===== config.mk =====
export PLATFORM = sky130hd
export DESIGN_NAME = serial_frame_receiver_flat
export DESIGN_NICKNAME = d
export VERILOG_FILES = /design/src/rtl/sfr_pkg.sv /design/src/rtl/sfr_if.sv /design/src/rtl/sfr_ram.sv /design/src/rtl/sfr_datapath.sv /design/src/rtl/sfr_ctrl.sv /design/src/rtl/serial_frame_receiver.sv /design/src/flat_wrapper.sv
export SDC_FILE = /design/constraint.sdc
export NUM_CORES = 1
export LEC_CHECK = 0
export BUFFER_PORTS_ARGS = -buffer_cell sky130_fd_sc_hd__buf_2
export CAP_MARGIN = 40
export CORE_ASPECT_RATIO = 1.1
export CORE_MARGIN = 2
export CORE_UTILIZATION = 33
export DETAILED_ROUTE_END_ITERATION = 10
export GPL_TIMING_DRIVEN = 0
export HOLD_SLACK_MARGIN = 0.15
export PLACE_DENSITY = 0.58
export SLEW_MARGIN = 20
export SYNTH_ARGS = -nofsm -noshare
export SYNTH_HDL_FRONTEND = slang
export SYNTH_SLANG_ARGS = --single-unit

===== constraint.sdc =====
create_clock -name clock -period 9.6 [get_ports clock]
set_input_delay 1.44 -clock clock [delete_from_list [all_inputs] [get_ports clock]]
set_output_delay 1.44 -clock clock [all_outputs]
set_load 0.005 [all_outputs]

===== src/rtl/sfr_pkg.sv =====
// sfr_pkg: constants and shared types of the serial frame receiver.
// Used by every module and interface under rtl/ except sfr_ram; depends on nothing.
`default_nettype none

package sfr_pkg;

   localparam int BYTE_W            = 8;
   localparam int INDEX_W           = 5;
   localparam int MAX_FRAME_DEFAULT = 30;

   localparam logic [BYTE_W-1:0] HDR_FIRST  = 8'h5A;
   localparam logic [BYTE_W-1:0] HDR_SECOND = 8'hA5;
   localparam logic [BYTE_W-1:0] STOP_B3    = 8'h83;
   localparam logic [BYTE_W-1:0] STOP_B4    = 8'h60;
   localparam logic [BYTE_W-1:0] STOP_B5    = 8'h00;

   // controller -> datapath
   typedef struct packed {
      logic accept;      // store incoming byte
      logic restart;     // drop frame in progress, count back to zero
      logic emit_start;  // latch frame end info, index to zero
      logic rd_en;       // read store at emit index
      logic advance;     // step emit index
   } cmd_type;

   // datapath -> controller
   typedef struct packed {
      logic hdr_bad;     // header byte mismatch
      logic done;        // incoming byte completes the frame
      logic full;        // incoming byte fills the store
      logic last;        // emit index sits on the final byte
   } status_type;

endpackage

`default_nettype wire


===== src/rtl/sfr_if.sv =====
// sfr_if: handshake interfaces for the byte input and the frame word output.
// Depends on sfr_pkg for field widths.
`default_nettype none

interface sfr_rx_if;
   logic                        valid;
   logic                        ready;
   logic [sfr_pkg::BYTE_W-1:0]  rx_byte;

   modport source (output valid, output rx_byte, input ready);
   modport sink   (input valid, input rx_byte, output ready);
endinterface

interface sfr_frame_if;
   logic                        valid;
   logic                        ready;
   logic [sfr_pkg::BYTE_W-1:0]  frame_byte;
   logic [sfr_pkg::INDEX_W-1:0] byte_index;
   logic                        last_byte;
   logic                        is_stop;

   modport source (output valid, output frame_byte, output byte_index,
                   output last_byte, output is_stop, input ready);
   modport sink   (input valid, input frame_byte, input byte_index,
                   input last_byte, input is_stop, output ready);
endinterface

`default_nettype wire


===== src/rtl/sfr_ram.sv =====
// sfr_ram: generic single-port-write, single-port-read RAM, registered read.
// No dependencies.
`default_nettype none

module sfr_ram #(
   parameter int WIDTH = 8,
   parameter int DEPTH = 30,
   parameter int AW    = (DEPTH > 1) ? $clog2(DEPTH) : 1
) (
   input  wire logic             clock,
   input  wire logic             wr_en,
   input  wire logic [AW-1:0]    wr_addr,
   input  wire logic [WIDTH-1:0] wr_data,
   input  wire logic             rd_en,
   input  wire logic [AW-1:0]    rd_addr,
   output logic      [WIDTH-1:0] rd_data
);

   logic [WIDTH-1:0] mem_ff [DEPTH];
   logic [WIDTH-1:0] rd_data_ff;

   always_ff @(posedge clock) begin
      if (wr_en) begin
         mem_ff[wr_addr] <= wr_data;
      end
      if (rd_en) begin
         rd_data_ff <= mem_ff[rd_addr];
      end
   end

   assign rd_data = rd_data_ff;

endmodule

`default_nettype wire


===== src/rtl/sfr_datapath.sv =====
// sfr_datapath: byte count, length and stop tracking, frame store, emit index.
// Depends on sfr_pkg and sfr_ram.
`default_nettype none

module sfr_datapath #(
   parameter int MAX_FRAME = sfr_pkg::MAX_FRAME_DEFAULT
) (
   input  wire logic                         clock,
   input  wire logic                         reset,
   input  wire sfr_pkg::cmd_type             cmd,
   output sfr_pkg::status_type               status,
   input  wire logic [sfr_pkg::BYTE_W-1:0]   rx_byte,
   output logic      [sfr_pkg::BYTE_W-1:0]   frame_byte,
   output logic      [sfr_pkg::INDEX_W-1:0]  byte_index,
   output logic                              last_byte,
   output logic                              is_stop
);

   localparam int IDX_W   = $clog2(MAX_FRAME);
   localparam int COUNT_W = $clog2(MAX_FRAME + 1);

   logic [IDX_W-1:0]          count_ff, count_in;
   logic [sfr_pkg::BYTE_W-1:0] len_ff, len_in;
   logic                       stop_ff, stop_in;
   logic                       frame_stop_ff, frame_stop_in;
   logic [IDX_W-1:0]           last_idx_ff, last_idx_in;
   logic [IDX_W-1:0]           idx_ff, idx_in;

   logic [sfr_pkg::BYTE_W-1:0] len_cur;
   logic                       stop_next;

   // the length byte is live on the input when it arrives
   assign len_cur = (count_ff == IDX_W'(2)) ? rx_byte : len_ff;

   always_comb begin
      status.hdr_bad = ((count_ff == IDX_W'(0)) && (rx_byte != sfr_pkg::HDR_FIRST)) ||
                       ((count_ff == IDX_W'(1)) && (rx_byte != sfr_pkg::HDR_SECOND));
      status.done    = (count_ff >= IDX_W'(2)) &&
                       (8'(count_ff - IDX_W'(2)) == len_cur);
      status.full    = (count_ff == IDX_W'(MAX_FRAME - 1));
      status.last    = (idx_ff == last_idx_ff);
   end

   always_comb begin
      if (count_ff < IDX_W'(3)) begin
         stop_next = 1'b0;
      end else if (count_ff == IDX_W'(3)) begin
         stop_next = (rx_byte == sfr_pkg::STOP_B3);
      end else if (count_ff == IDX_W'(4)) begin
         stop_next = stop_ff && (rx_byte == sfr_pkg::STOP_B4);
      end else if (count_ff == IDX_W'(5)) begin
         stop_next = stop_ff && (rx_byte == sfr_pkg::STOP_B5);
      end else begin
         stop_next = stop_ff;
      end
   end

   always_comb begin
      count_in      = count_ff;
      len_in        = len_ff;
      stop_in       = stop_ff;
      frame_stop_in = frame_stop_ff;
      last_idx_in   = last_idx_ff;
      idx_in        = idx_ff;
      if (cmd.accept) begin
         len_in  = len_cur;
         stop_in = stop_next;
         if (cmd.restart) begin
            count_in = '0;
         end else begin
            count_in = count_ff + IDX_W'(1);
         end
      end
      if (cmd.emit_start) begin
         // stop tag needs bytes 3..5 inside the frame
         frame_stop_in = stop_next && (count_ff >= IDX_W'(5));
         last_idx_in   = count_ff;
         idx_in        = '0;
      end
      if (cmd.advance) begin
         idx_in = idx_ff + IDX_W'(1);
      end
   end

   always_ff @(posedge clock) begin
      if (reset) begin
         count_ff <= '0;
         stop_ff  <= 1'b0;
         idx_ff   <= '0;
      end else begin
         count_ff <= count_in;
         stop_ff  <= stop_in;
         idx_ff   <= idx_in;
      end
      len_ff        <= len_in;
      frame_stop_ff <= frame_stop_in;
      last_idx_ff   <= last_idx_in;
   end

   sfr_ram #(
      .WIDTH (sfr_pkg::BYTE_W),
      .DEPTH (MAX_FRAME),
      .AW    (IDX_W)
   ) u_store (
      .clock   (clock),
      .wr_en   (cmd.accept),
      .wr_addr (count_ff),
      .wr_data (rx_byte),
      .rd_en   (cmd.rd_en),
      .rd_addr (idx_ff),
      .rd_data (frame_byte)
   );

   assign byte_index = sfr_pkg::INDEX_W'(idx_ff);
   assign last_byte  = status.last;
   assign is_stop    = frame_stop_ff;

   ap_count_in_range : assert property (@(posedge clock) disable iff (reset)
      COUNT_W'(count_ff) < COUNT_W'(MAX_FRAME))
      else $error("byte count beyond store depth");

   ap_idx_in_frame : assert property (@(posedge clock) disable iff (reset)
      cmd.rd_en |-> (idx_ff <= last_idx_ff))
      else $error("emit index past end of frame");

endmodule

`default_nettype wire


===== src/rtl/sfr_ctrl.sv =====
// sfr_ctrl: receive / emit sequencer of the serial frame receiver.
// Depends on sfr_pkg; drives the datapath through cmd_type, reads status_type.
`default_nettype none

module sfr_ctrl (
   input  wire logic                clock,
   input  wire logic                reset,
   input  wire logic                req_valid,
   output logic                     req_ready,
   output logic                     rsp_valid,
   input  wire logic                rsp_ready,
   output sfr_pkg::cmd_type         cmd,
   input  wire sfr_pkg::status_type status
);

   typedef enum logic [1:0] {
      S_RECV,
      S_READ,
      S_SHOW
   } state_type;

   state_type state_ff;
   logic      rsp_valid_ff;
   logic      req_fire;
   logic      rsp_fire;

   assign req_ready = (state_ff == S_RECV);
   assign rsp_valid = rsp_valid_ff;
   assign req_fire  = req_valid && req_ready;
   assign rsp_fire  = rsp_valid_ff && rsp_ready;

   always_comb begin
      cmd.accept     = req_fire;
      cmd.restart    = req_fire && (status.hdr_bad || status.done || status.full);
      cmd.emit_start = req_fire && status.done;
      cmd.rd_en      = (state_ff == S_READ);
      cmd.advance    = rsp_fire && !status.last;
   end

   always_ff @(posedge clock) begin
      if (reset) begin
         state_ff     <= S_RECV;
         rsp_valid_ff <= 1'b0;
      end else begin
         case (state_ff)
            S_RECV: begin
               if (req_fire && status.done) begin
                  state_ff <= S_READ;
               end
            end
            S_READ: begin
               state_ff     <= S_SHOW;
               rsp_valid_ff <= 1'b1;
            end
            S_SHOW: begin
               if (rsp_fire) begin
                  rsp_valid_ff <= 1'b0;
                  state_ff     <= status.last ? S_RECV : S_READ;
               end
            end
            default: begin
               state_ff     <= S_RECV;
               rsp_valid_ff <= 1'b0;
            end
         endcase
      end
   end

   ap_no_overlap : assert property (@(posedge clock) disable iff (reset)
      rsp_valid_ff |-> !req_ready)
      else $error("input taken while a word is pending");

   ap_emit_needs_done : assert property (@(posedge clock) disable iff (reset)
      (state_ff == S_RECV) && req_fire && status.done |=> rsp_valid_ff == 1'b0 &&
      state_ff == S_READ)
      else $error("frame end did not start emit");

   ap_last_releases : assert property (@(posedge clock) disable iff (reset)
      rsp_fire && status.last |=> req_ready)
      else $error("receiver not reopened after last word");

endmodule

`default_nettype wire


===== src/rtl/serial_frame_receiver.sv =====
// serial_frame_receiver: top level, joins sequencer and datapath to the channels.
// Depends on sfr_pkg, sfr_if, sfr_ctrl, sfr_datapath (and sfr_ram below it).
//
// Usage:
//   req_chan takes one received serial byte per word. Frames start with 0x5A,
//   0xA5; the third byte L gives the bytes that follow, so a frame is L + 3
//   bytes. Bad header bytes restart the search; a frame longer than MAX_FRAME
//   is dropped with no output.
//   rsp_chan gives one word per frame byte once the frame is complete:
//   the byte, its index, a last flag on the final byte and a stop tag
//   (bytes 3..5 equal 0x83 0x60 0x00) repeated on every word of the frame.
//   A completing byte starts the emit, during which req_chan.ready is low;
//   each output word is a store read, then the word shown, held for as long
//   as rsp_chan.ready stays low, so the input stays blocked until the last
//   word of the frame is taken. The frame store has a single read port.
//   A stalled output word holds its value until taken.
//   Reset clears the byte count and the sequencer; store contents are not
//   cleared, only bytes of the current frame are ever read.
`default_nettype none

module serial_frame_receiver #(
   parameter int MAX_FRAME = sfr_pkg::MAX_FRAME_DEFAULT
) (
   input  wire logic  clock,
   input  wire logic  reset,
   sfr_rx_if.sink     req_chan,
   sfr_frame_if.source rsp_chan
);

   sfr_pkg::cmd_type    cmd;
   sfr_pkg::status_type status;

   sfr_ctrl u_ctrl (
      .clock     (clock),
      .reset     (reset),
      .req_valid (req_chan.valid),
      .req_ready (req_chan.ready),
      .rsp_valid (rsp_chan.valid),
      .rsp_ready (rsp_chan.ready),
      .cmd       (cmd),
      .status    (status)
   );

   sfr_datapath #(
      .MAX_FRAME (MAX_FRAME)
   ) u_datapath (
      .clock      (clock),
      .reset      (reset),
      .cmd        (cmd),
      .status     (status),
      .rx_byte    (req_chan.rx_byte),
      .frame_byte (rsp_chan.frame_byte),
      .byte_index (rsp_chan.byte_index),
      .last_byte  (rsp_chan.last_byte),
      .is_stop    (rsp_chan.is_stop)
   );

endmodule

`default_nettype wire

===== src/flat_wrapper.sv =====
// flat-port wrapper written by rule: the top's interface ports become plain ports
module serial_frame_receiver_flat 
#(
   parameter int MAX_FRAME = sfr_pkg::MAX_FRAME_DEFAULT
)
  (clock, reset, req_chan_valid, req_chan_rx_byte, req_chan_ready, rsp_chan_valid, rsp_chan_frame_byte, rsp_chan_byte_index, rsp_chan_last_byte, rsp_chan_is_stop, rsp_chan_ready);
  sfr_rx_if req_chan_i ();
  sfr_frame_if rsp_chan_i ();
  input  wire logic clock;
  input  wire logic reset;
  input wire logic [$bits(req_chan_i.valid)-1:0] req_chan_valid;
  input wire logic [$bits(req_chan_i.rx_byte)-1:0] req_chan_rx_byte;
  output wire logic [$bits(req_chan_i.ready)-1:0] req_chan_ready;
  output wire logic [$bits(rsp_chan_i.valid)-1:0] rsp_chan_valid;
  output wire logic [$bits(rsp_chan_i.frame_byte)-1:0] rsp_chan_frame_byte;
  output wire logic [$bits(rsp_chan_i.byte_index)-1:0] rsp_chan_byte_index;
  output wire logic [$bits(rsp_chan_i.last_byte)-1:0] rsp_chan_last_byte;
  output wire logic [$bits(rsp_chan_i.is_stop)-1:0] rsp_chan_is_stop;
  input wire logic [$bits(rsp_chan_i.ready)-1:0] rsp_chan_ready;
  assign req_chan_i.valid = req_chan_valid;
  assign req_chan_i.rx_byte = req_chan_rx_byte;
  assign req_chan_ready = req_chan_i.ready;
  assign rsp_chan_valid = rsp_chan_i.valid;
  assign rsp_chan_frame_byte = rsp_chan_i.frame_byte;
  assign rsp_chan_byte_index = rsp_chan_i.byte_index;
  assign rsp_chan_last_byte = rsp_chan_i.last_byte;
  assign rsp_chan_is_stop = rsp_chan_i.is_stop;
  assign rsp_chan_i.ready = rsp_chan_ready;
  serial_frame_receiver #(.MAX_FRAME(MAX_FRAME)) u_core (.clock(clock), .reset(reset), .req_chan(req_chan_i), .rsp_chan(rsp_chan_i));
endmodule

==> impl_metrics.yaml <==
critical_path:
  critPathTopFamily: "buffers and inverters"
  critPathBufInv: 4
  cpMaxStageDelayCell: "buf_2"
  crit_chain: "clkbuf_1, buf_2, buf_2, xor2_1, nor3_1, and2_1, buf_2"
  max_stage_delay_ns: 0.47
  critPathMostFrequentCell: "buf_2"
  worstSetupPathType: "reg2out"
  cp.required_ns: 8.16
  arrival_ns: 2.84
  worstSetupEndpointType: "output pin"
  cp-start-kind: "flip-flop"
  critical_path.max_fanout: 10
yosys:
  yosysWarnings: 0
  synth_edf_count: 262
  yosysTopAreaCell: "edfxtp_1"
  yosys.cell_count.top_type: "edfxtp_1"
  async_flop_share_pct: 0
  netlist_instances: 576
  ys_seq_area_share_pct: 72.7
  syn_nets: 597
  synth_top_area_share_pct: 70.2
  yosysUniqueCellTypes: 41
  ys.flop_type: "edfxtp_1"
  netlist_area_um2: 11200
  syn_area_per_cell_um2: 19.5
  synthTopCellsByArea: "edfxtp_1 (70%), mux4_2 (14%), dfxtp_1 (2.5%)"
  synthTopCellsByCount: "edfxtp_1 (262), mux4_2 (72), nor2_1 (47)"
  ys_ff_latch: 276
routing:
  routed_wirelength_mm: 25.1
  ant_nets: 0
  num_vias: 5766
  drt_iter0_markers: 615
  firstDrtPassIters: 5
  avgViaCountPerCell: 5.16
  wl_per_cell_um: 22.4
  drc: 0
global_route:
  grt_max_degree: 38
  grtUsageTotal_pct: 14.0
  grt_pass1_wl_mm: 37.3
  overflow: 0
  antenna_found_initial: 1
  grt_pass1_vias: 5811
timing:
  slew_headroom_pct: 45.6
  fmax_mhz: 233
  finalSetupViolCount: 0
  fin_ws_ns: 5.32
  timing.final.max_slew_violations: 0
  rsz0062_at_grt: "no"
  finClkSkew_ns: 0.0202
  tightest_slew_ns: 0.816
  hold_slack_ns: 0.451
  fin_crit_sh_pct: 44.6
  hold_violations: 0
  finalSetupTns_ns: 0
  fin_crit_ns: 4.28
min_path:
  hp-class: "reg2reg"
floorplan:
  die_w_um: 180
  die-area_um2: 35500
  start_util_pct: 33.6
  core-area_um2: 33400
  num_io_pins: 29
  die_h_um: 197
  rows: 70
clock_tree:
  clock-sinks: 276
  root_buffer: "clkbuf_16"
  cts_buffers: 30
  cts_resized: 0
  cts_hold_buffers: 0
  postCtsSetupBuffers: 0
  cts.clk_slew.worst_paths_ns: 0.06
  htreeDepth: 1
  cts_tree: "yes"
  clk_latency_ns: 0.56
  cts_buffer_depth: 3
placement:
  place_inst: 1044
  dp_hpwl_mm: 16.4
  gp_routability_congestion: 0.806
  portBuffers: 28
  place_ws_ns: 4.96
layout:
  area_growth_pct: 16.6
  nets: 684
  antennaDiodeCount: 0
  instances_no_fill: 1118
  drive_gt1_share_pct: 29.7
job:
  cap_violations: 0
outcome:
  outcome: "completed"
power:
  vdd_ir_drop_max_mv: 0.140
  p_leak_nw: 4.07
  power.density_nw_per_um2: 190
power by group:
part | switching [mW] | internal [mW]
registers | 0.00411 | 1.33
clock network | 0.455 | 0.632
logic | 0.0451 | 0.0211
total | 0.505 | 1.98
layout make-up:
cell class	count	area, um^2
fill	2980	20300
timing repair buffer	55	374
inverter	5	18.8
buffer	29	120
clock buffer	38	781
sequential	276	8150
clock inverter	17	161
tap	432	541
multi-input combinational	266	2920
path summary, 6_finish.rpt:
check / startpoint / end / slack, ns / depth (start not counted)
worst max register to register: u_core.u_datapath.byte_index[1] / u_core.u_datapath.u_store.rd_data[3] / 6.12 / 6
worst max-delay path: u_core.u_datapath.byte_index[0] / rsp_chan_last_byte / 5.32 / 7
worst min-delay path: u_core.u_datapath.count_ff[3] / u_core.u_datapath.last_idx_ff[3] / 0.45 / 0
worst min register to register: u_core.u_datapath.count_ff[3] / u_core.u_datapath.last_idx_ff[3] / 0.45 / 0
stage by stage:
step | power, mW | util, % | instance area (um^2)
after CTS | 2.50 | 38.7 | 12900
after global placement | 1.42 | 35.6 | 11900
after detailed placement | 1.42 | 35.9 | 12000
after floorplan | 1.39 | - | 11200
after global routing | 2.56 | 39.1 | 13100
final | 2.48 | 39.1 | 13100
state kept, by name, summed over array words and instances, names as in the netlist:
name	flops
u_core.u_ctrl.rsp_valid	1
u_core.u_ctrl.state_ff	2
u_core.u_datapath.byte_index	5
u_core.u_datapath.count_ff	5
u_core.u_datapath.is_stop	1
u_core.u_datapath.last_idx_ff	5
u_core.u_datapath.len_ff	8
u_core.u_datapath.stop_ff	1
u_core.u_datapath.u_store.mem_ff	240
u_core.u_datapath.u_store.rd_data	8
layout by cell type, fill, tap and decap left out, types with 4 or more instances in the layout:
master,Yosys,layout
clkbuf_16,0,30
mux2_2,23,23
xor2_1,7,7
ha_1,9,9
dfxtp_1,14,14
buf_4,0,19
nand4_1,4,4
nand3_1,7,7
clkbuf_1,21,29
nand2b_1,4,4
buf_2,3,32
buf_6,1,6
nand3b_1,6,6
clkinv_2,0,7
nor2b_1,4,4
xnor2_1,7,7
buf_1,4,4
o21ai_0,6,6
inv_1,5,5
nor3b_1,4,4
nor2_1,47,47
edfxtp_1,262,262
nor3_1,9,9
mux4_2,72,72
nor4_1,6,6
a21oi_1,9,9
nand2_1,17,17
per-layer routing:
layer	vias up	GRT usage, %	part of all wire [%]
li1	2524	-	-
met1	2980	19.3	42
met2	214	23.1	49
met3	46	2.56	6.9
met4	2	3.58	2.3
met5	-	0	0.068
kinds of logic (layout without fill, tap and decap cells):
| kind of cell | after synthesis | in the layout | synth area share, % |
|---|---|---|---|
| compound gates | 30 | 30 | 1.72 |
| xor+xnor | 14 | 14 | 1.09 |
| mux | 96 | 96 | 16.9 |
| fa+ha+maj | 9 | 9 | 1.00 |
| buf+inv | 34 | 144 | 1.24 |
| simple gates | 117 | 117 | 5.33 |
| flops | 276 | 276 | 72.7 |
No activity file was read; power rests on OpenSTA's default activity.
